File: src/rtl/mexp_pkg.sv
package mexp_pkg;

    localparam int CFG_IDX_W = 1;

    localparam logic [CFG_IDX_W-1:0] REG_EXPONENT = 1'b0;
    localparam logic [CFG_IDX_W-1:0] REG_MODULUS  = 1'b1;

    typedef struct packed {
        logic busy;
        logic done;
    } t_mm_status;

endpackage

File: src/rtl/modular_exponentiation_top.sv
// Computes base^exponent mod modulus with right-to-left square-and-multiply.
// The exponent sits in a row of one-bit cells that shifts toward cell 0 after
// every exponent step; all products go through one shared shift-add modular
// multiplier that handles one multiplier bit per cycle. An item takes one
// reduction of the base plus, for each of the DATA_WIDTH exponent bits, a
// squaring and, when the bit is set, a multiply. One request is worked at a
// time; the finished result waits in the output register. A zero exponent
// gives 1, and a zero modulus makes the arithmetic wrap at DATA_WIDTH bits.
module modular_exponentiation_top #(
    parameter int DATA_WIDTH = 64
) (
    input  logic                           i_clk,
    input  logic                           i_rst_n,
    input  logic                           i_cfg_we,
    input  logic [mexp_pkg::CFG_IDX_W-1:0] i_cfg_idx,
    input  logic [DATA_WIDTH-1:0]          i_cfg_data,
    input  logic                           i_valid,
    output logic                           o_ready,
    input  logic [DATA_WIDTH-1:0]          i_base_value,
    output logic                           o_valid,
    input  logic                           i_ready,
    output logic [DATA_WIDTH-1:0]          o_power_result
);
    import mexp_pkg::*;

    localparam int DW = DATA_WIDTH;
    localparam int SW = $clog2(DW);

    typedef enum logic [2:0] {
        S_IDLE, S_RED, S_BIT, S_MUL, S_SQR, S_DONE
    } t_state;

    t_state        r_state;
    logic [DW-1:0] r_exp, r_mod, r_p, r_acc, r_out;
    logic [SW-1:0] r_step;
    logic          r_out_valid;

    logic          mm_start;
    logic [DW-1:0] mm_a, mm_b, mm_res;
    t_mm_status    mm_st;
    logic [DW-1:0] cell_bit;
    logic          cell_load, cell_shift, accept;

    assign accept = i_valid && o_ready;
    assign o_ready = (r_state == S_IDLE);

    always_ff @(posedge i_clk) begin
        if (!i_rst_n) begin
            r_exp <= '0;
            r_mod <= DW'(1);
        end else if (i_cfg_we) begin
            case (i_cfg_idx)
                REG_EXPONENT: r_exp <= i_cfg_data;
                REG_MODULUS:  r_mod <= i_cfg_data;
                default: ;
            endcase
        end
    end

    always_comb begin
        mm_start = 1'b0;
        mm_a     = r_p;
        mm_b     = r_p;
        case (r_state)
            S_IDLE: begin
                mm_start = accept;
                mm_a     = DW'(1);
                mm_b     = i_base_value;
            end
            S_BIT: begin
                mm_start = 1'b1;
                if (cell_bit[0]) begin
                    mm_a = r_acc;
                end
            end
            S_MUL: begin
                mm_start = mm_st.done;
            end
            default: ;
        endcase
    end

    assign cell_load  = accept;
    assign cell_shift = (r_state == S_SQR) && mm_st.done;

    always_ff @(posedge i_clk) begin
        if (!i_rst_n) begin
            r_state     <= S_IDLE;
            r_out_valid <= 1'b0;
            r_step      <= '0;
        end else begin
            if (r_out_valid && i_ready && r_state != S_DONE) begin
                r_out_valid <= 1'b0;
            end
            case (r_state)
                S_IDLE: begin
                    if (accept) begin
                        r_acc   <= DW'(1);
                        r_step  <= '0;
                        r_state <= S_RED;
                    end
                end
                S_RED: begin
                    if (mm_st.done) begin
                        r_p     <= mm_res;
                        r_state <= S_BIT;
                    end
                end
                S_BIT: begin
                    r_state <= cell_bit[0] ? S_MUL : S_SQR;
                end
                S_MUL: begin
                    if (mm_st.done) begin
                        r_acc   <= mm_res;
                        r_state <= S_SQR;
                    end
                end
                S_SQR: begin
                    if (mm_st.done) begin
                        r_p    <= mm_res;
                        r_step <= r_step + 1'b1;
                        r_state <= (r_step == SW'(DW - 1)) ? S_DONE : S_BIT;
                    end
                end
                S_DONE: begin
                    if (!r_out_valid || i_ready) begin
                        r_out       <= r_acc;
                        r_out_valid <= 1'b1;
                        r_state     <= S_IDLE;
                    end
                end
                default: r_state <= S_IDLE;
            endcase
        end
    end

    for (genvar k = 0; k < DW; k++) begin : g_cell
        logic next_bit;
        if (k == DW - 1) begin : g_last
            assign next_bit = 1'b0;
        end else begin : g_mid
            assign next_bit = cell_bit[k+1];
        end
        mexp_cell u_cell (
            .i_clk      (i_clk),
            .i_load     (cell_load),
            .i_load_bit (r_exp[k]),
            .i_shift    (cell_shift),
            .i_next_bit (next_bit),
            .o_bit      (cell_bit[k])
        );
    end

    mexp_mulmod #(.DW(DW)) u_mulmod (
        .i_clk    (i_clk),
        .i_rst_n  (i_rst_n),
        .i_start  (mm_start),
        .i_a      (mm_a),
        .i_b      (mm_b),
        .i_m      (r_mod),
        .o_result (mm_res),
        .o_status (mm_st)
    );

    assign o_valid        = r_out_valid;
    assign o_power_result = r_out;

    assert property (@(posedge i_clk) disable iff (!i_rst_n)
        mm_st.done |-> (r_state == S_RED || r_state == S_MUL || r_state == S_SQR))
        else $error("product finished with no step waiting");
    assert property (@(posedge i_clk) disable iff (!i_rst_n)
        (r_state == S_IDLE || r_state == S_DONE) |-> !mm_st.busy)
        else $error("multiplier busy outside a request");
    assert property (@(posedge i_clk) disable iff (!i_rst_n) mm_st.busy |-> !mm_start)
        else $error("multiplier restarted while busy");
endmodule

File: src/rtl/mexp_cell.sv
module mexp_cell (
    input  logic i_clk,
    input  logic i_load,
    input  logic i_load_bit,
    input  logic i_shift,
    input  logic i_next_bit,
    output logic o_bit
);
    logic r_bit;

    always_ff @(posedge i_clk) begin
        if (i_load) begin
            r_bit <= i_load_bit;
        end else if (i_shift) begin
            r_bit <= i_next_bit;
        end
    end

    assign o_bit = r_bit;
endmodule

File: src/rtl/mexp_mulmod.sv
module mexp_mulmod #(
    parameter int DW = 64
) (
    input  logic                     i_clk,
    input  logic                     i_rst_n,
    input  logic                     i_start,
    input  logic [DW-1:0]            i_a,
    input  logic [DW-1:0]            i_b,
    input  logic [DW-1:0]            i_m,
    output logic [DW-1:0]            o_result,
    output mexp_pkg::t_mm_status     o_status
);
    import mexp_pkg::*;

    localparam int CW = (DW > 1) ? $clog2(DW) : 1;

    logic [DW-1:0] r_acc, r_a, r_b, r_m;
    logic [CW-1:0] r_cnt;
    logic          r_busy, r_done;
    logic [DW:0]   t_dbl, t_sum;
    logic [DW-1:0] n_acc, t_red, t_x;
    logic          m_zero;

    // one shift-add step: r = 2r mod m, then r = r + (bit ? a : 0) mod m
    always_comb begin
        m_zero = (r_m == '0);
        t_dbl  = {r_acc, 1'b0};
        if (!m_zero && t_dbl >= {1'b0, r_m}) begin
            t_dbl = t_dbl - {1'b0, r_m};
        end
        t_red = t_dbl[DW-1:0];
        t_x   = r_b[DW-1] ? r_a : '0;
        t_sum = {1'b0, t_red} + {1'b0, t_x};
        if (!m_zero && t_sum >= {1'b0, r_m}) begin
            t_sum = t_sum - {1'b0, r_m};
        end
        n_acc = t_sum[DW-1:0];
    end

    always_ff @(posedge i_clk) begin
        if (!i_rst_n) begin
            r_busy <= 1'b0;
            r_done <= 1'b0;
            r_cnt  <= '0;
        end else begin
            r_done <= 1'b0;
            if (i_start) begin
                r_busy <= 1'b1;
                r_cnt  <= CW'(DW - 1);
                r_acc  <= '0;
                // modulus one: every product is zero
                r_a    <= (i_m == DW'(1)) ? '0 : i_a;
                r_b    <= i_b;
                r_m    <= i_m;
            end else if (r_busy) begin
                r_acc <= n_acc;
                r_b   <= {r_b[DW-2:0], 1'b0};
                r_cnt <= r_cnt - 1'b1;
                if (r_cnt == '0) begin
                    r_busy <= 1'b0;
                    r_done <= 1'b1;
                end
            end
        end
    end

    assign o_result      = r_acc;
    assign o_status.busy = r_busy;
    assign o_status.done = r_done;

    assert property (@(posedge i_clk) disable iff (!i_rst_n) r_done |-> !r_busy)
        else $error("mulmod done while busy");
    assert property (@(posedge i_clk) disable iff (!i_rst_n)
        (r_busy && r_cnt == '0 && !i_start) |=> r_done)
        else $error("mulmod missed done");
    assert property (@(posedge i_clk) disable iff (!i_rst_n) i_start |=> r_busy)
        else $error("mulmod did not start");
endmodule
File: config.mk
export PLATFORM = sky130hd
export DESIGN_NAME = modular_exponentiation_top
export DESIGN_NICKNAME = d
export VERILOG_FILES = /design/src/rtl/mexp_pkg.sv /design/src/rtl/modular_exponentiation_top.sv /design/src/rtl/mexp_cell.sv /design/src/rtl/mexp_mulmod.sv
export SDC_FILE = /design/constraint.sdc
export NUM_CORES = 1
export LEC_CHECK = 0
export BUFFER_PORTS_ARGS = -buffer_cell sky130_fd_sc_hd__clkbuf_2
export CORE_UTILIZATION = 40
export CTS_BUF_LIST = sky130_fd_sc_hd__clkbuf_4 sky130_fd_sc_hd__clkbuf_8
export DETAILED_ROUTE_END_ITERATION = 6
export PLACE_DENSITY = 0.65
export SLEW_MARGIN = 40
export SYNTH_ARGS = -nofsm -noshare
export SYNTH_HDL_FRONTEND = slang
export SYNTH_SLANG_ARGS = --single-unit
File: constraint.sdc
create_clock -name i_clk -period 10.49 [get_ports i_clk]
set_clock_uncertainty 0.15 [all_clocks]
set_input_delay 1.049 -clock i_clk [delete_from_list [all_inputs] [get_ports i_clk]]
set_output_delay 1.049 -clock i_clk [all_outputs]
set_load 0.02 [all_outputs]
==> run_results.csv <==
group,metric,value,unit
worst_setup_path,cp_slowest_stage_delay,0.62,ns
placed_design,place.detailed.hpwl,86.3,mm
worst_setup_path,critical-path-top-cell-by-count,"sky130_fd_sc_hd__a21oi_1",
route,routed_via_density,5.57,
final_layout,instances_no_fill,5392,
run,maxCapViolations,0,
sta,final-setup-viol-count,0,
cts,cts_tree,"built",
route,detail_route.drc_violations,0,
worst_setup_path,worstPathMaxFanout,30,
die,floorplan.die.height,310,microns
sta,maxSlewHeadroom,41.3,%
cts,cts_hold_repair.buffers,0,
worst_setup_path,required_worst_endpoint,10.85,ns
route,routed_wire_length_per_instance,21.6,microns
min_path,hold_path_class,"reg2reg",
cts,clkTransAtPathRegs,0.06,ns
synth,syn-num-nets,4183,
route,vias,30000,
worst_setup_path,worst-endpoint-arrival,10.41,ns
die,die_w,310,microns
synth,distinct_cell_type_count_after_synthesis,90,
sta,min_period,10.05,ns
final_layout,layout.filler_cells,9077,
cts,cts_inserted_buffers,113,
die,die_area,96000,sq um
synth,synthArstFlopShare,0,%
route,drtIter0Drc,2574,
cts,ctsHtreeMaxLevel,3,
synth,synth_sequential_area_ratio,48.2,%
synth,synth.largest_area_cell,"sky130_fd_sc_hd__edfxtp_1",
global_routing,grt_max_degree,96,
cts,clk_path_buf_depth,3,
global_routing,first_global_vias,28900,
die,placement_rows,112,
placed_design,port-buffer-count,199,
cts,clock_sink_count,658,
route,drt_first_pass_iters,5,
final_layout,layout.nets,4366,
global_routing,wire_length_of_the_first_global_routing_pass,176,mm
placed_design,placed_cells_incl_taps,5169,
synth,dominantRegCellSynth,"sky130_fd_sc_hd__edfxtp_1",
final_layout,area_growth_syn_to_layout,12.9,%
global_routing,grt_usage,23.9,%
worst_setup_path,cpMaxStageDelayCell,"sky130_fd_sc_hd__nor4_1",
sta,finalHoldViolations,0,
global_routing,antenna_found_initial,6,
synth,post_synth_most_frequent_cells,"sky130_fd_sc_hd__nand2_1, sky130_fd_sc_hd__edfxtp_1, sky130_fd_sc_hd__nor2_1",
cts,clk-insertion-delay-late,0.82,ns
synth,synthesis.area_per_instance,9.85,sq um
synth,post_synth_edffs,512,
die,pin_count,200,
sta,timing.final.max_slew_violations,0,
die,design.core.area,93600,sq um
route,drtAntennaViolNets,0,
status,result_of_the_run,"finished clean",
min_path,hold_path_depth,0,
synth,postSynthCellCount,3851,
synth,yosysWarnings,0,
sta,rsz_0062_raised_after_global_routing,"no",
sta,fin_setup_tns,0,ns
sta,max_slew.worst_pin.slew,0.872,ns
sta,fmax,0.0995,GHz
synth,netlist_area,37900,sq um
synth,synth_top_area_cells,"sky130_fd_sc_hd__edfxtp_1, sky130_fd_sc_hd__dfxtp_1, sky130_fd_sc_hd__ha_1",
worst_setup_path,worst_setup_path_start_kind,"flip-flop",
global_routing,globalRoute.totalOverflow,0,
cts,clock_tree.root_cell,"sky130_fd_sc_hd__clkbuf_8",
worst_setup_path,timing.setup.critical_path_class,"reg2reg",
final_layout,utilization,45.7,%
worst_setup_path,timing.reg2reg.worst_path_depth,30,
synth,postSynthRegisterBits,658,
route,detail_route.wirelength,117,mm
worst_setup_path,critPathCaptureType,"flip-flop",
placed_design,placer_congestion,0.984,
final_layout,layout_cells_sized_above_1,13.8,%
synth,synth_top_cell_area_share,40.5,%
synth,synth.most_common_cell,"sky130_fd_sc_hd__nand2_1",
sta,final.period_utilization,95.8,%
die,floorplan.initialDensity,40.5,%
sequential cells by signal, indices dropped and copies added, names as in the netlist, 64 cells and up:
register             count
u_mulmod.r_m            64
u_mulmod.r_a            64
r_mod                   64
r_acc                   64
r_p                     64
u_mulmod.o_result       64
r_exp                   64
o_power_result          64
g_cell.u_cell.o_bit     64
u_mulmod.r_b            64
cell families after synthesis:
group | count (synthesis) | synth area share [%]
mux | 131 | 3.68
compound gates | 1018 | 17.6
fa+ha+maj | 198 | 6.59
buf+inv | 307 | 3.41
xor+xnor | 186 | 4.30
simple gates | 1353 | 16.2
flops | 658 | 48.2
cell usage in the layout (no fill, tap or decap), types with 51 or more instances in the layout:
| master | count |
|---|---|
| sky130_fd_sc_hd__a21boi_0 | 137 |
| sky130_fd_sc_hd__a21o_1 | 101 |
| sky130_fd_sc_hd__a21oi_1 | 238 |
| sky130_fd_sc_hd__a22oi_1 | 64 |
| sky130_fd_sc_hd__a31oi_1 | 90 |
| sky130_fd_sc_hd__and2_1 | 143 |
| sky130_fd_sc_hd__clkbuf_2 | 198 |
| sky130_fd_sc_hd__clkbuf_8 | 128 |
| sky130_fd_sc_hd__dfxtp_1 | 146 |
| sky130_fd_sc_hd__edfxtp_1 | 512 |
| sky130_fd_sc_hd__ha_1 | 195 |
| sky130_fd_sc_hd__inv_1 | 109 |
| sky130_fd_sc_hd__mux2_2 | 63 |
| sky130_fd_sc_hd__mux2i_1 | 64 |
| sky130_fd_sc_hd__nand2_1 | 613 |
| sky130_fd_sc_hd__nand4_1 | 51 |
| sky130_fd_sc_hd__nor2_1 | 300 |
| sky130_fd_sc_hd__o21ai_0 | 146 |
| sky130_fd_sc_hd__xnor2_1 | 109 |
| sky130_fd_sc_hd__xor2_1 | 77 |
layer usage:
| layer | track usage [%] | routed length (microns) | vias up |
|---|---|---|---|
| met5 | 0 | 0 | - |
| met4 | 8.81 | 4030 | 0 |
| met3 | 3.56 | 6340 | 213 |
| met2 | 37.5 | 52400 | 1009 |
| met1 | 33.2 | 53800 | 14400 |
| li1 | - | - | 14400 |
final timing paths:
kind                                   start                                   to  slack, ns
hold reg to reg      r_acc[34]$_SDFFCE_PN0P_         o_power_result[34]$_DFFE_PP_       0.30
setup / recovery  u_mulmod.r_m[19]$_DFFE_PP_  u_mulmod.o_result[31]$_SDFFCE_PP0P_       0.44
setup reg to reg  u_mulmod.r_m[19]$_DFFE_PP_  u_mulmod.o_result[31]$_SDFFCE_PP0P_       0.44
hold / removal       r_acc[34]$_SDFFCE_PN0P_         o_power_result[34]$_DFFE_PP_       0.30
worst max-delay path: cells and delay by family (launching register included):
family          cells  cell delay, ns
compound gates     11            3.86
simple gates       10            2.40
fa+ha+maj           3            1.27
flops               1            0.61
xor+xnor            2            0.61
buf+inv             3            0.56
mux                 1            0.24
what timing repair did:
item                                    CTS  global route
resized for setup                         1             1
pin swaps                                 0             2
gates cloned                              0             1
buffers inserted                          0             1
endpoints found under the setup margin    1            48
cell type report:
cell class              instances  area, sq um  area share (%)
multi-input cells            2887        18500            43.2
well taps                    1254         1570            3.67
clock buffers                 169         2070            4.83
repair buffers                263         1580            3.69
diodes                          7         17.5          0.0409
flip-flops and latches        658        18300            42.7
clock inverters                43          358           0.836
inverters                     111          422           0.985
metrics by stage:
stage	setup slack, ns	area [sq um]	hold WS (ns)
after CTS	0.325	42700	0.276
after detailed placement	0.0342	40300	0.285
after floorplan	2.53	37900	0.272
after global placement	0.165	40200	0.282
final	0.439	42800	0.299
after global routing	0.0119	42800	0.307
Power is not shown: default switching activity piles up to over one toggle a cycle in this logic, so the estimate is an artifact.
